`config.mk`:
```
export PLATFORM = sky130hd
export DESIGN_NAME = fpd_fuzzify
export DESIGN_NICKNAME = d
export VERILOG_FILES = /design/src/hw/rtl/fpd_pkg.sv /design/src/hw/rtl/fpd_fuzzify.sv
export SDC_FILE = /design/constraint.sdc
export NUM_CORES = 1
export LEC_CHECK = 0
export BUFFER_PORTS_ARGS = -buffer_cell sky130_fd_sc_hd__buf_2
export CORE_MARGIN = 2
export CORE_UTILIZATION = 30
export CTS_BUF_LIST = sky130_fd_sc_hd__clkbuf_8
export DETAILED_ROUTE_END_ITERATION = 8
export GPL_TIMING_DRIVEN = 1
export HOLD_SLACK_MARGIN = 0.12
export MAX_ROUTING_LAYER = met4
export REMOVE_ABC_BUFFERS = 1
export SYNTH_ARGS = -nofsm -noshare
export SYNTH_HDL_FRONTEND = slang
export SYNTH_SLANG_ARGS = --single-unit
```
`constraint.sdc`:
```
create_clock -name clk -period 6.7 [get_ports clk]
set_clock_uncertainty 0.2 [all_clocks]
set_input_delay 0 -clock clk [delete_from_list [all_inputs] [get_ports clk]]
set_output_delay 0 -clock clk [all_outputs]
set_load 0.005 [all_outputs]
```
`src/hw/rtl/fpd_pkg.sv`:
```
// Shared constants, rule table and register codes of the fuzzy PD controller.
`default_nettype none

package fpd_pkg;

  localparam int DATA_W     = 16;
  localparam int W_FRAC     = 12;
  localparam int W_W        = W_FRAC + 1;
  localparam int LEVEL_W    = 3;
  localparam int ROM_DIM    = 7;
  localparam int ROM_LAST   = ROM_DIM - 1;
  localparam int NUM_LEVELS_DEF = 7;

  localparam logic [W_W-1:0] W_ONE = W_W'(1 << W_FRAC);

  // Register index codes
  localparam int CFG_IDX_W = 3;
  localparam logic [CFG_IDX_W-1:0] CFG_ERR_MIN       = 3'd0;
  localparam logic [CFG_IDX_W-1:0] CFG_ERR_INV_STEP  = 3'd1;
  localparam logic [CFG_IDX_W-1:0] CFG_DERR_MIN      = 3'd2;
  localparam logic [CFG_IDX_W-1:0] CFG_DERR_INV_STEP = 3'd3;
  localparam logic [CFG_IDX_W-1:0] CFG_OUT_MIN       = 3'd4;
  localparam logic [CFG_IDX_W-1:0] CFG_OUT_STEP      = 3'd5;

  // Register reset values
  localparam logic [DATA_W-1:0] RST_ERR_MIN       = 16'hE200; // -7680
  localparam logic [DATA_W-1:0] RST_ERR_INV_STEP  = 16'd410;
  localparam logic [DATA_W-1:0] RST_DERR_MIN      = 16'hF400; // -3072
  localparam logic [DATA_W-1:0] RST_DERR_INV_STEP = 16'd1024;
  localparam logic [DATA_W-1:0] RST_OUT_MIN       = 16'hD99A; // -9830
  localparam logic [DATA_W-1:0] RST_OUT_STEP      = 16'd3959;

  // Rule levels, row = derivative set, column = error set (0=NB .. 6=PB)
  localparam logic [LEVEL_W-1:0] RULE_ROM [0:ROM_DIM*ROM_DIM-1] = '{
    3'd2, 3'd3, 3'd3, 3'd3, 3'd5, 3'd6, 3'd6,
    3'd2, 3'd3, 3'd3, 3'd3, 3'd4, 3'd5, 3'd5,
    3'd2, 3'd3, 3'd4, 3'd4, 3'd5, 3'd5, 3'd5,
    3'd5, 3'd4, 3'd3, 3'd3, 3'd4, 3'd4, 3'd5,
    3'd6, 3'd5, 3'd5, 3'd4, 3'd4, 3'd4, 3'd4,
    3'd5, 3'd5, 3'd5, 3'd3, 3'd3, 3'd5, 3'd4,
    3'd6, 3'd6, 3'd6, 3'd3, 3'd5, 3'd6, 3'd4
  };

  function automatic logic [LEVEL_W-1:0] rule_level(logic [2:0] row, logic [2:0] col);
    logic [5:0] addr;
    addr = 6'(row) * 6'(ROM_DIM) + 6'(col);
    return RULE_ROM[addr];
  endfunction

endpackage

`default_nettype wire

```
`src/hw/rtl/fpd_fuzzify.sv`:
```
// Three-stage fuzzifier: offset, scale to set position, split into index and weights.
`default_nettype none

module fpd_fuzzify #(
  parameter int NUM_LEVELS = fpd_pkg::NUM_LEVELS_DEF,
  parameter int IDX_W      = $clog2(NUM_LEVELS)
) (
  input  wire logic                        clk,
  input  wire logic [2:0]                  adv,
  input  wire logic signed [fpd_pkg::DATA_W-1:0] x,
  input  wire logic signed [fpd_pkg::DATA_W-1:0] mn,
  input  wire logic [fpd_pkg::DATA_W-1:0]  inv,
  output logic [IDX_W-1:0]                 idx,
  output logic [fpd_pkg::W_W-1:0]          w_lo,
  output logic [fpd_pkg::W_W-1:0]          w_hi
);

  localparam int DIFF_W = fpd_pkg::DATA_W + 1;
  localparam int PROD_W = 2 * DIFF_W;
  localparam int POS_W  = 2 * fpd_pkg::DATA_W - 8;
  localparam logic [POS_W-1:0] TOP = POS_W'((NUM_LEVELS - 1) << fpd_pkg::W_FRAC);

  logic signed [DIFF_W-1:0] diff;
  logic signed [PROD_W-1:0] prod;
  logic [POS_W-1:0]         pos;

  assign pos = prod[POS_W+7:8];

  always_ff @(posedge clk) begin
    if (adv[0]) begin
      diff <= DIFF_W'(x) - DIFF_W'(mn);
    end
    if (adv[1]) begin
      prod <= diff * $signed({1'b0, inv});
    end
    if (adv[2]) begin
      priority if (prod[PROD_W-1]) begin
        idx  <= '0;
        w_lo <= fpd_pkg::W_ONE;
        w_hi <= '0;
      end else if (pos >= TOP) begin
        idx  <= IDX_W'(NUM_LEVELS - 2);
        w_lo <= '0;
        w_hi <= fpd_pkg::W_ONE;
      end else begin
        idx  <= pos[fpd_pkg::W_FRAC +: IDX_W];
        w_hi <= {1'b0, pos[fpd_pkg::W_FRAC-1:0]};
        w_lo <= fpd_pkg::W_ONE - {1'b0, pos[fpd_pkg::W_FRAC-1:0]};
      end
    end
  end

endmodule

`default_nettype wire

```
Word-level counts from Yosys, hierarchy flattened
Index checks and enable logic that the tools add are counted.
{"block": "classes", "order_cmp": 1, "bitwise_logic": 0, "n_reduce_logical": 1, "div_mod_pow": 0, "mul": 1, "mux": 3, "eq_ne": 0, "n_addsub": 2, "shifts": 0}
{"op": "multiplier 17 x 17 -> 34 bit", "count": 1}
{"op": "two-way mux 13 bit", "count": 2}
{"op": ">= comparator 24 x 15 -> 1 bit, second input constant", "count": 1}
{"op": "subtractor 16 x 16 -> 17 bit", "count": 1}
{"op": "subtractor 13 x 12 -> 13 bit, first input constant", "count": 1}
{"op": "two-way mux 3 bit", "count": 1}
{"op": "OR reduction 2 bit", "count": 1}
{"block": "totals", "rom_bits": 0, "n_memories": 0, "register_bits": 80, "elab_cells": 16, "output_inout_bits": 29, "latch_bits": 0, "in_bits": 52, "mem_bits_rw": 0}

Depth between registers and ports, before layout
Gate-level depths: netlist (run 1).
{"block": "depth", "word_depth": 2, "depth_mapped": 25, "mapped_depth_nobuf": 24}

Worst setup path before layout (run 1)
No wires, ideal clock.
{"block": "synth_timing", "kind": "flip-flop to flip-flop", "startpoint": "reg diff[16]", "endpoint": "reg prod[33] (data pin)", "synth_period_minus_slack_ns": 6.289, "required_time_ns": 6.240, "setup_slack_ns": 0.411, "path_buffers": 1, "setup_ns": 0.260, "t_arrival_ns": 5.829, "stages_incl_launch_ff": 22, "cell_sequence": "edfxtp_1 clkbuf_1 nand2_1 fa_1 fa_1 inv_1 fa_1 fa_1 fa_1 inv_1 fa_1 inv_1 ha_1 a211o_1 a211oi_1 o221a_2 or2_1 a31o_2 nand3_1 a311o_1 a21oi_1 xnor2_1"}
{"block": "synth_via", "elab_chain_len": 1}
{"item": "start: declaration", "line_no": "fpd_fuzzify.sv:23", "text": "logic signed [DIFF_W-1:0] diff;"}
{"item": "start signal: assignment", "line_no": "fpd_fuzzify.sv:31", "text": "diff <= DIFF_W'(x) - DIFF_W'(mn);"}
{"item": "multiplier 17 x 17 -> 34 bit", "line_no": "fpd_fuzzify.sv:34", "text": "prod <= diff * $signed({1'b0, inv});"}
{"item": "end signal: assignment", "line_no": "fpd_fuzzify.sv:34"}
{"item": "end: declaration", "line_no": "fpd_fuzzify.sv:24", "text": "logic signed [PROD_W-1:0] prod;"}
Every way passes these cells.
A chain may end at the register's enable or synchronous reset.

Final worst setup path (run 1)
{"block": "layout_timing", "startpoint": "reg diff[3]", "endpoint": "reg prod[22] (data pin)"}
The elaborated chain is that of the path after synthesis.

==> results.cfg, run 1 <==
[place]
place_area_sq_um = 14510
place_hpwl_mm = 25.38
pre_cts_slack_ps = 117.8
globalplace.congestion = 0.8621
dp_cells = 2043
io_buffers = 80

[synthesis]
syn-mean-instance-area_sq_um = 9.601
synthFlopType = sky130_fd_sc_hd__edfxtp_1
yosys.area.top_type_share_pct = 41.61
number_of_flops_mapped_to_enable_cells_by_yosys = 70
synth.most_common_cell = sky130_fd_sc_hd__inv_1
netlist.top_cell.by_area = sky130_fd_sc_hd__fa_1
synth_unique_cells = 52
async_reset_ff_share_pct = 0
yosys_warnings = 0
synth-seq-area-share_pct = 15.72
synth_seq_cells = 70
netlist_area_sq_um = 13370
synthTopCellsByCount = sky130_fd_sc_hd__inv_1, sky130_fd_sc_hd__fa_1, sky130_fd_sc_hd__nand2_1
netlist_instances = 1393
synth_top_cells_by_area = sky130_fd_sc_hd__fa_1, sky130_fd_sc_hd__edfxtp_1, sky130_fd_sc_hd__inv_1, sky130_fd_sc_hd__ha_1, sky130_fd_sc_hd__and2_1

[timing]
fin_crit_sh_pct = 95.88
hold_viol = 0
report.final.slew_viol_count = 0
timing.max_slew.rel_slack_pct = 60.07
fin_crit_ps = 6424
slew_at_the_pin_with_the_worst_max_slew_slack_ps = 590.9
setup_slack_ps = 275.8
final-setup-viol-count = 0
max_freq_mhz = 155.7

[finish]
final_area_sq_um = 15440
drive_above_1_share_pct = 9.968
layout.nets = 1972
nFillCells = 4558
flow.area_growth_from_synthesis_pct = 15.43
final-seq-area_sq_um = 2102
area_used_by_multi_input_combinational_logic_sq_um = 9726
post_layout_nonfiller_instances = 2138

[drt]
num_vias = 9326
avgRoutedWirePerCell_um = 13.68
drt.antenna.violating_nets = 0
tritonroute_pass_1_iters = 5
detail_route.wirelength_mm = 29.24
drc_violation_count_after_routing = 0
viasPerCell = 4.362
drt_iter0_drc = 409

[die]
die-area_sq_um = 46290
starting_density_pct = 30.31
die_width_um = 215.1
number_of_core_rows = 77
die_h_um = 215.1
boundaryPins = 81
core_sq_um = 44120

[clocking]
cell_chosen_for_the_clock_root = sky130_fd_sc_hd__clkbuf_8
cts_inserted_buffers = 9
worst_skew_late_latency_ps = 410
clock_sink_count = 70
tritoncts_clock_tree = built
clk_pin_slew_ps = 80
htree_levels = 3
clock_path_buffers = 2

[setup_path]
critical_path_arrival_ps = 6380
crit_path_start_kind = flip-flop
critical_path_peak_fanout = 16
cp.required_ps = 6650
crit_path_class = reg -> reg
worst_setup_path_end_kind = flip-flop
timing.reg2reg.worst_path_depth = 20

[flow_run]
max_cap_viol_count = 0

[grt]
globalRoute.totalOverflow = 0
grt_start_max_net_pins = 29
grt_pass1_vias = 10120
grtUsageTotal_pct = 13.84
antenna_found_initial = 0
grt_first_pass_wirelength_mm = 49.92

[min_path]
worst_hold_path.num_cells = 6
hold_path_class = in -> reg

[outcome]
outcome = finished clean
[through the flow]
| step | utilization (%) | setup TNS (ps) | hold slack, ps |
|---|---|---|---|
| global route | 34.98 | -14.40 | 265.3 |
| CTS | 34.49 | 0 | 190.6 |
| detailed placement | 32.88 | 0 | 192.1 |
| global placement | 32.88 | 0 | 191.7 |
| floorplan | - | 0 | -87.50 |
| finish | 34.99 | 0 | 227.5 |
[worst max-delay path, cell delays in order (launching register included)]
cell and delay (ps):
sky130_fd_sc_hd__edfxtp_1 620, sky130_fd_sc_hd__and2_1 270, sky130_fd_sc_hd__fa_1 490, sky130_fd_sc_hd__inv_1 50, sky130_fd_sc_hd__fa_1 430, sky130_fd_sc_hd__fa_1 430
sky130_fd_sc_hd__inv_1 80, sky130_fd_sc_hd__fa_1 430, sky130_fd_sc_hd__fa_1 540, sky130_fd_sc_hd__inv_1 50, sky130_fd_sc_hd__fa_1 470, sky130_fd_sc_hd__inv_1 40
sky130_fd_sc_hd__ha_1 330, sky130_fd_sc_hd__a21oi_1 230, sky130_fd_sc_hd__nand4b_2 220, sky130_fd_sc_hd__nand4_2 190, sky130_fd_sc_hd__a21oi_2 80, sky130_fd_sc_hd__o311a_1 380
sky130_fd_sc_hd__o21a_1 200, sky130_fd_sc_hd__or3_1 290, sky130_fd_sc_hd__and2_1 150
[sequential cells by signal, summed over array words and instances, names as in the netlist]
signal and flops:
diff 17, idx 3, w_lo 13, w_hi 12
prod 25
[per-layer routing]
layer / GRT usage (%) / wire [um] / up-vias / share of wire (%)
met5: - / 0 / - / 0
met4: 2.989 / 363 / 0 / 1.2
met2: 22.69 / 13770 / 187 / 47
met1: 18.19 / 13950 / 4703 / 48
li1: - / - / 4410 / -
met3: 2.067 / 1157 / 26 / 4.0
[path summary, 6_finish.rpt]
kind / start / endpoint / slack, ps
max: diff[3] / prod[22] / 280
min: mn[11] / diff[12] / 230
max reg2reg: diff[3] / prod[22] / 280
min reg2reg: prod[20] / idx[0] / 410
[cell families after synthesis]
kind of cell	after synthesis	share of synthesized area (%)
buf+inv	417	11.73
simple gates	412	14.88
fa+ha+maj	380	51.16
compound gates	71	3.696
flops	70	15.72
xor+xnor	43	2.816
[timing repair]
action,4_1_cts,5_1_grt
setup buffers,0,25
gates resized for setup,0,6
setup endpoints to repair,0,4
hold buffers,53,0
endpoints found under the hold margin,87,0
[area by class of cell]
type / count / share of cell area (%)
Timing Repair Buffer: 179 / 8.316
Clock buffer: 9 / 0.8024
Clock inverter: 7 / 0.3566
Inverter: 374 / 9.094
Tap cell: 592 / 4.798
Multi-Input combinational cell: 906 / 63.00
Sequential cell: 70 / 13.62
Antenna cell: 1 / 0.01621
[placed cells by master, fill, tap and decap left out, types with 3 or more instances in the layout]
cell / n
sky130_fd_sc_hd__ha_1: 102
sky130_fd_sc_hd__clkbuf_8: 9
sky130_fd_sc_hd__fa_1: 277
sky130_fd_sc_hd__inv_1: 374
sky130_fd_sc_hd__nand2b_1: 4
sky130_fd_sc_hd__nor2_1: 49
sky130_fd_sc_hd__and3_1: 7
sky130_fd_sc_hd__buf_2: 80
sky130_fd_sc_hd__a211oi_1: 3
sky130_fd_sc_hd__a21boi_0: 3
sky130_fd_sc_hd__and2_1: 123
sky130_fd_sc_hd__nor2b_1: 4
sky130_fd_sc_hd__xnor2_1: 32
sky130_fd_sc_hd__nand3_1: 9
sky130_fd_sc_hd__edfxtp_1: 70
sky130_fd_sc_hd__a21o_1: 3
sky130_fd_sc_hd__xor2_1: 11
sky130_fd_sc_hd__a21oi_1: 16
sky130_fd_sc_hd__nor4_1: 4
sky130_fd_sc_hd__nand2_1: 182
sky130_fd_sc_hd__nor3_1: 18
sky130_fd_sc_hd__o21ai_0: 12
sky130_fd_sc_hd__dlygate4sd3_1: 53
sky130_fd_sc_hd__o211ai_1: 3
sky130_fd_sc_hd__or3_1: 3
sky130_fd_sc_hd__buf_4: 44
sky130_fd_sc_hd__inv_6: 3
sky130_fd_sc_hd__o21a_1: 8
Power of run 1 is not shown: default switching activity piles up to over one toggle a cycle in this logic, so the estimate is an artifact.
==> run 2, diff against run 1 <==
--- a/config.mk
+++ b/config.mk
@@ -6,6 +6,7 @@
 export NUM_CORES = 1
 export LEC_CHECK = 0
 export BUFFER_PORTS_ARGS = -buffer_cell sky130_fd_sc_hd__buf_2
+export CAP_MARGIN = 25
 export CORE_MARGIN = 2
 export CORE_UTILIZATION = 30
 export CTS_BUF_LIST = sky130_fd_sc_hd__clkbuf_8
@@ -14,6 +15,7 @@
 export HOLD_SLACK_MARGIN = 0.12
 export MAX_ROUTING_LAYER = met4
 export REMOVE_ABC_BUFFERS = 1
+export SETUP_SLACK_MARGIN = 0.4
 export SYNTH_ARGS = -nofsm -noshare
 export SYNTH_HDL_FRONTEND = slang
 export SYNTH_SLANG_ARGS = --single-unit
==> results.cfg, run 2 (synthesis results as in run 1) <==
[outcome]
outcome = finished clean

[clocking]
tritoncts_clock_tree = built
clock_sink_count = 70
cell_chosen_for_the_clock_root = sky130_fd_sc_hd__clkbuf_8
worst_skew_late_latency_ps = 410
htree_levels = 3
clock_path_buffers = 2
cts_inserted_buffers = 9
clk_pin_slew_ps = 80

[drt]
detail_route.wirelength_mm = 29.85
tritonroute_pass_1_iters = 5
drt_iter0_drc = 437
viasPerCell = 4.368
drt.antenna.violating_nets = 0
drc_violation_count_after_routing = 0
num_vias = 9430
avgRoutedWirePerCell_um = 13.83

[finish]
drive_above_1_share_pct = 13.78
n_antenna_cell = 0
largest_register = prod
flow.area_growth_from_synthesis_pct = 18.64
nFillCells = 4517
layout.nets = 1994
final-seq-area_sq_um = 2102
largest_register_ffs = 25
area_used_by_multi_input_combinational_logic_sq_um = 9931
largest_regs = prod: 25 flops, diff: 17 flops, w_lo: 13 flops
layout_commonest_cell = sky130_fd_sc_hd__inv_1
layout_common_cells = sky130_fd_sc_hd__inv_1, sky130_fd_sc_hd__fa_1, sky130_fd_sc_hd__nand2_1

[die]
die-area_sq_um = 46290
die_h_um = 215.1
number_of_core_rows = 77
starting_density_pct = 30.31
boundaryPins = 81
core_sq_um = 44120
die_width_um = 215.1

[timing]
report.final.slew_viol_count = 0
fin_crit_sh_pct = 93.61
max_freq_mhz = 159.4
slew_at_the_pin_with_the_worst_max_slew_slack_ps = 581.8
unrepaired_setup_endpoints_after_global_routing = true
timing.setup.tns_ps = 0
fin_crit_ps = 6272
final-setup-viol-count = 0
timing.max_slew.rel_slack_pct = 61.07
hold_viol = 0

[setup_path]
timing.critical_path.slowest_stage_cell = sky130_fd_sc_hd__fa_1
path_cells = buf_6 > buf_4 > nand2_1 > fa_1 > inv_1 > fa_1 > fa_1 > fa_1 > fa_1 > inv_1 > fa_1 > inv_1 > ha_1 > a211o_1 > buf_6 > o2111ai_2 > nand3b_1 > a31o_4 > nand3_4 > a311o_1 > a21oi_2 > xnor2_1
cp.required_ps = 6620
timing.critical_path.slowest_cell_delay_ps = 580
cpLargestDelayFamily = adder cells
crit_path_class = reg -> reg
critical_path_peak_fanout = 9
worst_setup_path_end_kind = flip-flop
critical_path_arrival_ps = 6200
worst_path_most_repeated_cell = sky130_fd_sc_hd__fa_1
combined_buffer_and_inverter_count_along_the_critical_path = 6
crit_path_start_kind = flip-flop

[grt]
globalRoute.totalOverflow = 0
antenna_found_initial = 0
grt_start_max_net_pins = 29
grt_pass1_vias = 10280
grtUsageTotal_pct = 13.99
grt_first_pass_wirelength_mm = 50.42

[min_path]
hold_path_class = in -> reg

[flow_run]
max_cap_viol_count = 0

[place]
io_buffers = 80
globalplace.congestion = 0.8621
place_hpwl_mm = 25.38
## run 2: path summary, 6_finish.rpt
check | start | depth (start not counted) | slack (ps) | endpoint
worst max register to register | diff[13] | 22 | 430 | prod[33]
worst min register to register | prod[20] | 2 | 410 | idx[0]
worst min-delay path | mn[11] | 6 | 220 | diff[12]
worst max-delay path | diff[13] | 22 | 430 | prod[33]
## run 2: what timing repair did
action,4_1_cts,5_1_grt
resized for setup,12,57
endpoints found under the setup margin,6,12
hold endpoints to repair,87,0
pin swaps,3,29
buffers inserted,30,17
hold buffers,53,0
## run 2: layout make-up
cell class | instances | area share (%)
well taps | 592 | 4.668
multi-input cells | 906 | 62.59
repair buffers | 201 | 9.494
clock buffers | 9 | 0.7807
inverters | 374 | 8.872
clock inverters | 7 | 0.3470
flip-flops and latches | 70 | 13.25
## run 2: through the flow
stage / cells / utilization (%) / worst slack [ps] / instance area, sq um / hold WS, ps
after global placement: 2043 / 32.88 / 245.8 / 14510 / 191.7
after floorplan: 1350 / - / 536.0 / 13210 / -87.50
after detailed placement: 2043 / 32.88 / 117.8 / 14510 / 192.1
after global routing: 2159 / 35.96 / 219.2 / 15870 / 270.3
final: 2159 / 35.96 / 427.8 / 15870 / 218.7
after CTS: 2142 / 35.11 / 368.9 / 15490 / 190.6
## run 2: worst reg2reg max path, cell delays in order, from the launching register on
cell and delay, ps:
sky130_fd_sc_hd__edfxtp_1 430, sky130_fd_sc_hd__buf_6 170, sky130_fd_sc_hd__buf_4 120, sky130_fd_sc_hd__nand2_1 70, sky130_fd_sc_hd__fa_1 540, sky130_fd_sc_hd__inv_1 50, sky130_fd_sc_hd__fa_1 480, sky130_fd_sc_hd__fa_1 580
sky130_fd_sc_hd__fa_1 430, sky130_fd_sc_hd__fa_1 500, sky130_fd_sc_hd__inv_1 50, sky130_fd_sc_hd__fa_1 470, sky130_fd_sc_hd__inv_1 40, sky130_fd_sc_hd__ha_1 210, sky130_fd_sc_hd__a211o_1 340, sky130_fd_sc_hd__buf_6 130
sky130_fd_sc_hd__o2111ai_2 160, sky130_fd_sc_hd__nand3b_1 180, sky130_fd_sc_hd__a31o_4 190, sky130_fd_sc_hd__nand3_4 70, sky130_fd_sc_hd__a311o_1 370, sky130_fd_sc_hd__a21oi_2 140, sky130_fd_sc_hd__xnor2_1 80
## run 2: per-layer routing
layer / track usage [%] / part of all wire [%] / vias up
met4: 3.149 / 1.1 / 0
met3: 2.010 / 4.2 / 28
met5: - / 0 / -
met2: 23.05 / 47 / 196
met1: 18.29 / 47 / 4755
li1: - / - / 4451
Power of run 2 is left out for the same reason.
